--- src/bwdt_pkg.sv ---
`timescale 1ns / 1ps
`default_nettype none

package bwdt_pkg;

    // Depth of each basis window and the widths that follow from it.
    localparam int WINDOW_DEPTH = 256;
    localparam int ADDR_W       = $clog2(WINDOW_DEPTH);
    localparam int COUNT_W      = $clog2(WINDOW_DEPTH) + 1;

    // Fixed field widths.
    localparam int PRICE_W  = 32;
    localparam int DELTA_W  = 32;
    localparam int WSIZE_W  = 9;
    localparam int CFG_W    = 32;
    localparam int BASIS_W  = PRICE_W + 1;
    localparam int SUM_W    = BASIS_W + COUNT_W - 1;
    localparam int PROD_W   = SUM_W + 1;
    localparam int LIM_W    = DELTA_W + COUNT_W;
    localparam int ENTRY_W  = 2 * BASIS_W;

    localparam logic [WSIZE_W-1:0] WINDOW_SIZE_RESET = WSIZE_W'(16);

    typedef enum logic [1:0] {
        ACT_NONE       = 2'd0,
        ACT_BUY_FIRST  = 2'd1,
        ACT_SELL_FIRST = 2'd2
    } action_t;

    typedef enum logic {
        REG_WINDOW_SIZE = 1'b0,
        REG_OPEN_DELTA  = 1'b1
    } cfg_reg_t;

endpackage

`default_nettype wire

--- src/bwdt_dev_check.sv ---
`timescale 1ns / 1ps
`default_nettype none

// Decides |prod - sum| >= lim without forming the magnitude: the deviation
// is compared against both +lim and -lim.
module bwdt_dev_check
    import bwdt_pkg::*;
(
    input  wire logic signed [PROD_W-1:0] prod,
    input  wire logic signed [SUM_W-1:0]  sum,
    input  wire logic        [LIM_W-1:0]  lim,
    output logic                          hit
);

    logic signed [PROD_W-1:0] dev;
    logic signed [PROD_W-1:0] lim_pos;
    logic signed [PROD_W-1:0] lim_neg;

    assign dev     = prod - PROD_W'(sum);
    assign lim_pos = $signed(PROD_W'(lim));
    assign lim_neg = -lim_pos;
    assign hit     = (dev >= lim_pos) || (dev <= lim_neg);

endmodule

`default_nettype wire
--- config.mk ---
export PLATFORM = sky130hd
export DESIGN_NAME = bwdt_dev_check
export DESIGN_NICKNAME = d
export VERILOG_FILES = /design/src/bwdt_pkg.sv /design/src/bwdt_dev_check.sv
export SDC_FILE = /design/constraint.sdc
export NUM_CORES = 1
export LEC_CHECK = 0
export ABC_CLOCK_PERIOD_IN_PS = 3700
export BUFFER_PORTS_ARGS = -buffer_cell sky130_fd_sc_hd__buf_2
export CAP_MARGIN = 25
export CORE_ASPECT_RATIO = 0.5
export CORE_MARGIN = 1.5
export CORE_UTILIZATION = 50
export DETAILED_ROUTE_END_ITERATION = 7
export PLACE_DENSITY = 0.79
export SYNTH_ARGS = -nofsm -noshare
export SYNTH_HDL_FRONTEND = slang
export SYNTH_SLANG_ARGS = --single-unit
--- constraint.sdc ---
create_clock -name vclk -period 3.7
set_input_delay 0.185 -clock vclk [all_inputs]
set_output_delay 0.185 -clock vclk [all_outputs]
set_load 0.03 [all_outputs]
Word level (Yosys, flattened, before mapping)
Cells that the tools add are included.

$add $sub $neg: 2. $lt $le $gt $ge: 2. Reductions and logical operators: 1.

Operators by type and width (number): $ge A42 B42 Y1 (1); $le A42 B42 Y1 (1); $neg A41 Y42 (1); $sub A42 B41 Y42 (1); $logic_or A1 B1 Y1 (1).

Bits in registers: 0. Input port bits: 124. Output and inout bits: 1. Word-level logic and storage cells: 5.

Logic depth before layout (Yosys ltp)
Word-level depth: 3. Gate-level depth with buffers: 24. Depth with buffers taken out: 24.

Least setup slack after synthesis
Ideal clock, no wire load.

Path type: input -> output. From: in prod[0]. To: out hit. Arrival: 4.138 ns. Data required time: 3.515 ns. Path slack: -0.623 ns. Stages on the path: 23. Buffers on the path: 0. Path through: inv_1 ha_1 fa_1 nand2b_1 a21oi_1 o211ai_1 o21bai_1 a21oi_1 a221o_1 nand2_1 a21o_1 a21oi_1 xnor2_1 ha_1 nand4_1 nor4_1 o21ai_0 a31oi_1 o31ai_1 a21oi_1 o31ai_1 a21o_1 o211ai_1.

Word-level cells in the longest chain between the ends: 3. Elaborated cells on any way between the ends: 4. Classes of those cells: add/sub (1); order compare (2); reduce/logical (1).

Ends and longest elaborated chain: from (decl) (line bwdt_dev_check.sv:9) `input wire logic signed [PROD_W-1:0] prod,`; $sub A42 B41 Y42 * (line bwdt_dev_check.sv:19) `assign dev = prod - PROD_W'(sum);`; $ge A42 B42 Y1 / $le A42 B42 Y1 (equally long branches) (line bwdt_dev_check.sv:22) `assign hit = (dev >= lim_pos) || (dev <= lim_neg);`; $logic_or A1 B1 Y1 * (line bwdt_dev_check.sv:22); to (decl) (line bwdt_dev_check.sv:12) `output logic hit`.

Every way passes the cells marked *; elsewhere a longest branch is shown, timed or not.

Final worst setup path
From: in prod[1]. To: out hit.

Same word-level chain as after synthesis.

==> out/results.txt <==
outcome -> finished, violations left
failing checks -> negative setup slack
final setup vio count -> 1
largest net degree at the start of global routing -> 7
Final Cycle Share -> 121.0%
NetSw -> 0.7205 mW
critical path peak fanout -> 3
P_int -> 0.7137 mW
Global Route Usage Sum -> 27.49%
design area -> 7018 um^2
Iteration-0 DRC Markers -> 371
DP Cell Count -> 1,045
Detail Route Antenna Nets -> 0
hold_ws -> 1183 ps
I/O pin cnt -> 125
Max-Cap Viols -> 0
post-synthesis compound-gate area fraction -> 24.67%
commonest non-fill, non-tap cells in the layout -> buf_4 (148), buf_2 (120), ha_1 (118)
1st-pass router iterations -> 4
Synth Cell Area -> 4793 um^2
adder-cell share of the synthesized area -> 32.79%
element type at the critical path end -> primary output
Slew headroom -> 69.67%
CP Data Required Time -> 3510 ps
Synth cell types -> 52
fin util -> 74.79%
ratio of cells with drive above 1 in the final layout -> 35.69%
Sequential Area -> 0 um^2
clock buf count -> 0
Layout fillers -> 708
Vias/cell -> 5.565
final worst slack -> -775.7 ps
fmax -> 223.4 MHz
Final min period -> 4476 ps
Startpoint Class -> primary input
Post-Syn Area per Cell -> 7.252 um^2
proportion of synthesized area in mux cells -> 0.2349%
die area -> 10,220 um^2
Hold Vio Cnt, Final -> 0
fin nets -> 1,184
DR vias -> 5,865
main combinational cell family by area after synthesis -> adder cells
number of core rows -> 25
Hold Buf Count CTS -> 0
Combinational Power Share -> 100.0%
final WL -> 15,460 um
fin. max-slew vios -> 0
pre-CTS setup slack -> -961.6 ps
Ys Warns -> 0
seq_cells -> 0
Post-Synth XOR/XNOR Area -> 14.25%
Area Overhead vs Synth -> 46.41%
switch share -> 50.24%
Setup CP Type -> primary input to primary output
Simple-Gate Fraction of Synth Area -> 20.46%
first-pass GRT wire length -> 23,740 um
Lkg Pwr -> 3.776 nW
post-place instance area -> 6703 um^2
setup TNS -> -775.7 ps
clock network fraction of total power -> 0%
total nets after synthesis -> 910
commonest non-fill, non-tap cell in the layout -> buf_4
worst-margin pin slew -> 451.7 ps
hold crit path type -> primary input to primary output
overall power -> 1.434 mW
Die Height -> 72.24 um
routed length per instance -> 14.67 um
vias in the first global route -> 5,678
part of the Yosys area used for sequential elements -> 0%
Core Area -> 9384 um^2
Port-buffer cells -> 125
Diodes inserted -> 0
RSZ-0062 raised after global routing -> true
final std cells w/o fill -> 1,054
Gate Count Post-Synth -> 661
Flop pwr share -> 0%
pwr dens -> 204.4 nW/um^2
Starting Density -> 51.08%
GPL Wtd Cong -> 0.9446
overall die width -> 141.5 um
initial antenna violation count -> 0
Detailed Place HPWL -> 12,740 um
GRT overflow -> 0
peak supply drop -> 0.09225 mV
DRC -> 0
WP data arrival -> 4290 ps
power groups by stage:
stage / combinational [mW] / clock (mW) / sequential [mW]
floorplan: 0.776 / 0 / 0
global placement: 1.24 / 0 / 0
detailed placement: 1.30 / 0 / 0
CTS: 1.35 / 0 / 0
global route: 1.57 / 0 / 0
finish: 1.43 / 0 / 0
final cells by class:
cell class	instances	area [um^2]	area share, %
inverters	96	372.9	5.313
repair buffers	273	1772	25.25
well taps	121	151.4	2.157
multi-input cells	564	4722	67.28
cells in the mapped netlist (2+ instances only):
library cell	count	area (um^2)
ha_1	124	1551
inv_1	95	356.6
xnor2_1	67	586.8
a21oi_1	58	290.3
nand2_1	44	165.2
a21o_1	37	277.8
nor2_1	31	116.4
o21ai_0	30	150.1
nand4_1	25	156.4
nand3_1	11	55.05
nor2b_1	11	68.82
nor3_1	11	55.05
xor2_1	11	96.34
o21a_1	10	75.07
nor4_1	9	56.30
o211ai_1	9	67.56
nand2b_1	7	43.79
o21bai_1	6	45.04
a211oi_1	5	37.54
a31oi_1	5	31.28
and4_1	5	43.79
o21ai_1	5	25.02
and2_1	4	25.02
nor3_2	3	30.03
nor4_4	3	63.81
o31ai_1	3	22.52
a211o_1	2	17.52
a21boi_0	2	15.01
a221o_1	2	20.02
a221oi_1	2	17.52
and3_1	2	12.51
nand2_2	2	12.51
cells by family (layout without fill, tap and decap cells):
logic type | count (synthesis) | count (layout)
xor+xnor | 78 | 78
buf+inv | 97 | 369
simple gates | 175 | 175
fa+ha+maj | 125 | 125
mux | 1 | 1
compound gates | 185 | 185
final timing paths:
kind / startpoint / end / slack [ps] / cells past startpoint
min: lim[40] / hit / 1180 / 7
max: prod[1] / hit / -780 / 25
timing repair:
action | 4_1_cts | 5_1_grt
setup endpoints to repair | 1 | 1
cloned | 0 | 0
gates resized for setup | 25 | 27
pin swaps | 30 | 20
buffers inserted | 3 | 6
per-layer routing:
metal  vias to the layer above  global-route usage, %  wire length (um)  part of all wire (%)
met5                         -                      0                 0                     0
met4                         0                  6.186               319                   2.1
met2                       185                  52.72              7431                    48
li1                       2927                      -                 -                     -
met3                        41                  2.640               760                   4.9
met1                      2712                  33.69              6949                    45
critical path, stage by stage:
cell,delay (ps)
buf_6,100
ha_4,220
nor2b_4,120
o21ai_2,170
a21oi_2,110
o311ai_4,350
nand3_2,170
a41oi_4,340
buf_4,170
o21ai_2,70
a21boi_2,150
o21ai_1,110
xnor2_2,180
ha_1,320
a21o_1,180
a21o_1,160
a21oi_1,130
nor2b_1,60
o21ai_1,150
nand2b_1,70
a21oi_1,140
nand2_1,80
mux2_2,270
o211ai_1,80
buf_4,180
No activity file was read; power rests on OpenSTA's default activity.
