==> src/bwdt_ram.sv <==
`timescale 1ns / 1ps
`default_nettype none

module bwdt_ram #(
    parameter int WIDTH = 8,
    parameter int DEPTH = 16
) (
    input  wire logic                     clk,
    input  wire logic                     we,
    input  wire logic [$clog2(DEPTH)-1:0] waddr,
    input  wire logic [WIDTH-1:0]         wdata,
    input  wire logic                     re,
    input  wire logic [$clog2(DEPTH)-1:0] raddr,
    output logic      [WIDTH-1:0]         rdata
);

    logic [WIDTH-1:0] mem [DEPTH];

    always_ff @(posedge clk)
    begin
        if (we)
        begin
            mem[waddr] <= wdata;
        end
        if (re)
        begin
            rdata <= mem[raddr];
        end
    end

endmodule

`default_nettype wire

==> config.mk <==
export PLATFORM = sky130hd
export DESIGN_NAME = bwdt_ram
export DESIGN_NICKNAME = d
export VERILOG_FILES = /design/src/bwdt_ram.sv
export SDC_FILE = /design/constraint.sdc
export NUM_CORES = 1
export LEC_CHECK = 0
export BUFFER_PORTS_ARGS = -buffer_cell sky130_fd_sc_hd__buf_2
export CORE_MARGIN = 2
export CORE_UTILIZATION = 54
export DETAILED_ROUTE_END_ITERATION = 10
export GPL_ROUTABILITY_DRIVEN = 0
export PLACE_DENSITY = 0.84
export SLEW_MARGIN = 40
export SYNTH_ARGS = -nofsm -noshare
export SYNTH_HDL_FRONTEND = slang
export SYNTH_SLANG_ARGS = --single-unit
==> constraint.sdc <==
create_clock -name clk -period 1.4 [get_ports clk]
set_input_delay 0 -clock clk [delete_from_list [all_inputs] [get_ports clk]]
set_output_delay 0 -clock clk [all_outputs]
set_load 0.01 [all_outputs]
# Yosys cells after proc, flatten, opt, wreduce, memory -nomap -nowiden
# Memory sizes are Yosys's and may differ from the RTL's. A register that Yosys moved wholly into a read port is not among the register bits.
# Index checks and enable logic that the tools add are counted.
[word_totals]
output_inout_bits = 8
regBits = 0
n_memories = 1
elab_cells = 3
mem_bits_rw = 128
inputBits = 19
[classes]
n_mux = 2
[memory_table]
columns = ["name", "words", "word_bits", "rd", "rd_clocked_by_memory_dff", "wr", "line", "rtl"]
rows = [
  ["mem", 16, 8, 1, 1, 1, "17", "logic [WIDTH-1:0] mem [DEPTH];"],
]
[ops]
columns = ["operator", "n"]
rows = [
  ["1-bit 2-to-1 mux", 2],
]

# Depth between registers and ports, before layout
# Gate-level depths: netlist of the first run.
[logic_depth]
word_depth = 2
depth_mapped = 5
mapped_depth_nobuf = 3

# Worst setup path after synthesis of the first run
# OpenSTA, ideal clock, no wires.
[synth_path]
kind = "in2reg"
from = "in waddr[2]"
to = "mem mem[0][0] (enable)"
stages = 2
path_slack_ps = -93
path_buffers = 0
arrival_ps = 1110
setup_time_ps = 383
cell_sequence = "or3b_2 > nor3_1"
[synth_lines]
columns = ["item", "line", "rtl"]
rows = [
  ["start: declaration", "10", "input wire logic [$clog2(DEPTH)-1:0] waddr,"],
  ["end: declaration", "17", ""],
]
# Straight into the memory's write port.

==> impl_metrics.yaml, run 1 <==
cts:
  clock_latency_late_sink_ps: 520
  clock_sinks: 136
  path_clk_slew_ps: 60
  post_cts.repair.setup_buffers: 0
  clockRootBuffer: "clkbuf_8"
  tritoncts: "built"
  tritoncts.num_buffers: 17
  h-tree-depth: 4
  clock_path_buffers: 2
sta:
  final.setup_skew_ps: 9.158
  final_cycle_share: 1.050
  max_slew_headroom: 0.6764
  period_minus_slack_ps: 1470
  slew_of_the_pin_with_the_lowest_slew_margin_ps: 485.4
  finalHoldWorstSlack_ps: 28.65
  achievable-frequency_mhz: 680.3
  setup_viol: 3
  grt_setup_unrepaired: "yes"
  report.final.hold_viol_count: 0
  timing.setup.tns_ps: -98.38
  setup_ws_ps: -69.98
  maxSlewViolCount: 0
floorplanning:
  io_pins: 27
  core_region_area_um2: 9328
  placement_rows: 35
  initial_core_util: 0.5604
  die-area_um2: 10480
  dieWidth_um: 102.4
  die_h_um: 102.4
worst_setup_path:
  start_kind: "register"
  crit_path_category: "register to register"
  timing.critical_path.required_ps: 1660
  critical_path_top_delay_cell: "mux4_2"
  timing.critical_path.arrival_ps: 1730
  timing.critical_path.cells: "mux4_2 > a22oi_2 > nand2_1"
  worstSetupEndpointType: "register"
  path_max_fanout: 1
  critPathMaxStageDelay_ps: 540
synthesis:
  proportion_of_register_bits_with_asynchronous_set_or_reset_after_synthesis: 0
  synth_largest_area_cell: "edfxtp_1"
  synth_area_leaders: "edfxtp_1 78%, mux4_2 7.8%, mux4_1 7.0%"
  ys_warn_count: 0
  synth_commonest_cells: "136 x edfxtp_1, 18 x mux4_2, 16 x a22oi_1, 14 x mux4_1, 13 x nor2_1"
  number_of_flops_mapped_to_enable_cells_by_yosys: 136
  seq_area_frac_synth: 0.7812
  synthesis.area_um2: 5228
  yosys.cell_types.count: 18
  postSynthNetCount: 248
  synth_ff_type: "edfxtp_1"
  synth_top_area_share: 0.7812
  syn_inst: 229
  ys_seq_elements: 136
  synthesis.area_per_instance_um2: 22.83
  synth.most_common_cell: "edfxtp_1"
grt:
  first_pass_grt_wire_length_um: 15480
  grt_start_max_net_pins: 21
  grt_antenna_before_repair: 0
  grt-ovfl-total: 0
  globalRouteTotalUtil: 0.2163
  via_count_of_the_first_global_routing_pass: 2675
routing:
  routed_via_count: 2537
  wirelength_um: 10070
  dr.pass1.iters: 4
  initialDrtViolationCount: 217
  wl_per_cell_um: 22.99
  detail-route-antenna-nets: 0
  drcViolationCount: 0
  routed_via_density: 5.792
placement:
  placed_cell_area_um2: 5668
  port_buffers: 26
  hpwlAfterDp_um: 6055
power_and_ir_drop:
  clockPowerShare: 0.440
  power.sequential.fraction: 0.507
  comb_power_share: 0.053
  internal_power_summed_over_all_cells_uw: 7302
  power_switching_share: 0.1984
  leakage_power_figure_uw: 0.002112
  power-per-cell-area_nw_per_um2: 1447
  max_ir_drop_vdd_mv: 0.8488
  power.switching_uw: 1807
  total_power_uw: 9109
finish:
  utilization: 0.6747
  insertedDiodeCount: 0
  multi_input_gate_area_in_the_final_layout_um2: 1065
  post_layout_inst_area_um2: 6294
  seq_area_um2: 4084
  area_growth_pct: 20.39
  final_layout_size_suffix_gt1_frac: 0.3689
  nets: 316
  num-fill-cells: 579
outcome:
  run_status: "complete, but fails checks"
  violations: "setup timing"
worst_hold_path:
  min_path_type: "input pin to register"
flow_run:
  maxCapViolations: 0
-- registers in the layout, summed over array words and instances (netlist names) --
signal / flops
mem: 128
rdata: 8
-- power groups by stage --
stage	Clock, uW	Sequential [uW]	Combinational [uW]
6_report	4010	4620	480
5_1_grt	4220	4630	520
4_1_cts	4060	4620	479
3_5_place_dp	0	4700	439
3_3_place_gp	0	4690	422
2_1_floorplan	0	4700	232
-- stage by stage --
stage               cells  worst slack (ps)
finish                438            -69.98
global route          438            -98.23
CTS                   438            -61.88
detailed placement    398            -109.7
global placement      398            -91.86
floorplan             229             88.57
-- routing by layer --
metal	GRT usage	wire, um	vias to the layer above
li1	-	-	1105
met1	0.3060	4186	1310
met2	0.3335	5072	105
met3	0.04788	606	17
met4	0.08923	205	0
met5	0	0	-
-- worst paths after layout --
| check | end | start | slack, ps | cells after the start |
|---|---|---|---|---|
| max reg2reg | rdata[2] | mem[3][2] | -70 | 3 |
| min | mem[0][4] | waddr[0] | 30 | 3 |
| min reg2reg | rdata[1] | mem[15][1] | 760 | 3 |
| max | rdata[2] | mem[3][2] | -70 | 3 |
-- timing repair --
action                     in CTS  in global routing
resized for setup              10                  8
hold endpoints to repair      136                  0
hold buffers                    9                  0
pin swaps                       4                  4
setup endpoints to repair       8                  8
-- worst max-delay path: cells and delay by family, from the launching register on --
family	cells	cell delay, ps
AO/OA/AOI/OAI	1	190
AND/OR/NAND/NOR	1	80
flip-flops	1	420
multiplexers	1	540
-- layout by cell type, fill, tap and decap left out --
master         synthesis  layout
and2_1                 1       1
a22oi_2                0       8
or3b_2                 1       1
nand2_1                9       9
clkbuf_8               0       1
edfxtp_1             136     136
clkbuf_1               0       3
buf_12                 0       4
buf_4                  1      20
clkbuf_16              0      16
clkinv_1               0       2
mux4_2                18      28
nand3_1                1       1
a22oi_1               16       8
nand2b_1               2       2
nor2_1                13      13
bufinv_16              0       2
mux4_1                14       4
clkinv_2               0       5
and2b_1                1       1
nor3_1                 4       3
nor2b_1                1       1
dlygate4sd3_1          0       9
nand3b_1               2       2
clkinvlp_4             0       2
nor3_2                 0       1
buf_2                  3      26
-- cell families after synthesis --
family	Yosys count	share of synthesized area
muxes	32	0.1479
buffers and inverters	10	0.01651
AOI/OAI and AO/OA	16	0.02298
DFF	136	0.7812
and+or+nand+nor	35	0.03136
-- cell type report --
| type | instances | share of cell area |
|---|---|---|
| Tap cell | 129 | 0.02565 |
| Multi-Input combinational cell | 83 | 0.1692 |
| Clock buffer | 20 | 0.06759 |
| Sequential cell | 136 | 0.6489 |
| Clock inverter | 11 | 0.01710 |
| Timing Repair Buffer | 59 | 0.07157 |
No activity file was read; power rests on OpenSTA's default activity.
==> inputs of run 2 (changes only) <==
Settings changed: MAX_ROUTING_LAYER set to met4.
Clock period 1.4 ns to 1.3 ns, I/O delays scaled along.
==> impl_metrics.yaml, run 2 (synthesized netlist as in run 1, its figures left out) <==
outcome:
  run_status: "complete, but fails checks"
  violations: "setup timing"
sta:
  slew_of_the_pin_with_the_lowest_slew_margin_ps: 669.8
  setup_ws_ps: -130.0
  maxSlewViolCount: 0
  final.setup_skew_ps: 7.761
  period_minus_slack_ps: 1430
  report.final.hold_viol_count: 0
  max_slew_headroom: 0.5514
  setup_viol: 8
  grt_setup_unrepaired: "yes"
  final_cycle_share: 1.100
  achievable-frequency_mhz: 699.3
cts:
  tritoncts: "built"
  clock_path_buffers: 2
  path_clk_slew_ps: 60
  tritoncts.num_buffers: 17
  clock_latency_late_sink_ps: 510
  clockRootBuffer: "clkbuf_8"
  h-tree-depth: 4
  post_cts.repair.setup_buffers: 0
  clock_sinks: 136
power_and_ir_drop:
  power.switching_uw: 2081
  total_power_uw: 10740
  internal_power_summed_over_all_cells_uw: 8662
  max_ir_drop_vdd_mv: 0.9619
  power_switching_share: 0.1937
  leakage_power_figure_uw: 0.002135
  comb_power_share: 0.048
  power-per-cell-area_nw_per_um2: 1684
  clockPowerShare: 0.488
  power.sequential.fraction: 0.463
floorplanning:
  core_region_area_um2: 9328
  die_h_um: 102.4
  io_pins: 27
  placement_rows: 35
  dieWidth_um: 102.4
  initial_core_util: 0.5604
  die-area_um2: 10480
grt:
  globalRouteTotalUtil: 0.2352
  first_pass_grt_wire_length_um: 16100
  via_count_of_the_first_global_routing_pass: 2646
  grt-ovfl-total: 0
  grt_antenna_before_repair: 0
  grt_start_max_net_pins: 21
finish:
  nets: 313
  reg_top3: "mem: 128 flops, rdata: 8 flops"
  layout.cells.most_common_list: "136 x edfxtp_1, 31 x mux4_2, 26 x buf_2, 18 x buf_4, 16 x clkbuf_16"
  layout.cells.most_common: "edfxtp_1"
  area_growth_pct: 22.04
  final_layout_size_suffix_gt1_frac: 0.3987
  registers.top_by_ff_count: "mem"
  largest_register_ffs: 128
  insertedDiodeCount: 0
routing:
  routed_via_density: 5.867
  initialDrtViolationCount: 243
  dr.pass1.iters: 4
  wirelength_um: 10590
  drcViolationCount: 0
  wl_per_cell_um: 24.35
  routed_via_count: 2552
  detail-route-antenna-nets: 0
worst_setup_path:
  worstSetupEndpointType: "register"
  timing.critical_path.arrival_ps: 1690
  path_max_fanout: 1
  start_kind: "register"
  crit_path_category: "register to register"
  timing.critical_path.required_ps: 1560
placement:
  hpwlAfterDp_um: 6303
  dp_slack_ps: -288.1
  port_buffers: 26
flow_run:
  maxCapViolations: 0
worst_hold_path:
  min_path_type: "input pin to register"
-- run 2: layout make-up --
class                      count  area, um2
sequential                   136       4084
fill                         559       2948
multi-input combinational     83       1074
clock buffer                  18      417.9
timing repair buffer          56      415.4
clock inverter                13      227.7
tap                          129      161.4
-- run 2: timing repair --
action                                  CTS  global route
pin swaps                                 4             1
hold buffers                              9             0
endpoints found under the hold margin   136             0
gates resized for setup                  21             3
endpoints found under the setup margin    8             8
-- run 2: through the flow --
stage | hold WS (ps) | cell area [um2] | util | TNS (ps) | cells
after floorplan | 98.87 | 5233 | - | 0 | 229
after global placement | 377.0 | 5633 | 0.6039 | -1599 | 395
after detailed placement | 377.2 | 5633 | 0.6039 | -1810 | 395
after CTS | 31.45 | 6377 | 0.6837 | -804.2 | 435
after global routing | 44.36 | 6380 | 0.6840 | -1062 | 435
final | 56.53 | 6380 | 0.6840 | -706.9 | 435
-- run 2: path summary, 6_finish.rpt --
kind,start,to,slack [ps],cells past startpoint
setup / recovery,mem[14][5],rdata[5],-130,3
hold / removal,waddr[0],mem[8][1],60,3
setup reg to reg,mem[14][5],rdata[5],-130,3
hold reg to reg,mem[6][4],rdata[4],750,3
-- run 2: power groups by stage --
stage               clock, uW  combinational [uW]  sequential (uW)
detailed placement          0                 462             5060
global placement            0                 444             5060
CTS                      5280                 522             4980
global route             5450                 564             4980
finish                   5250                 520             4970
floorplan                   0                 250             5060
-- run 2: routing by layer --
layer / GRT usage / up-vias / share of wire
li1: - / 1098 / -
met1: 0.3125 / 1319 / 0.40
met2: 0.3613 / 124 / 0.51
met3: 0.05882 / 11 / 0.071
met4: 0.08205 / 0 / 0.012
met5: - / - / 0
-- run 2: worst max-delay path, cell delays in order (launching register included) --
cell and delay (ps):
edfxtp_1 390, mux4_2 530, a22oi_2 180, nand2_1 80
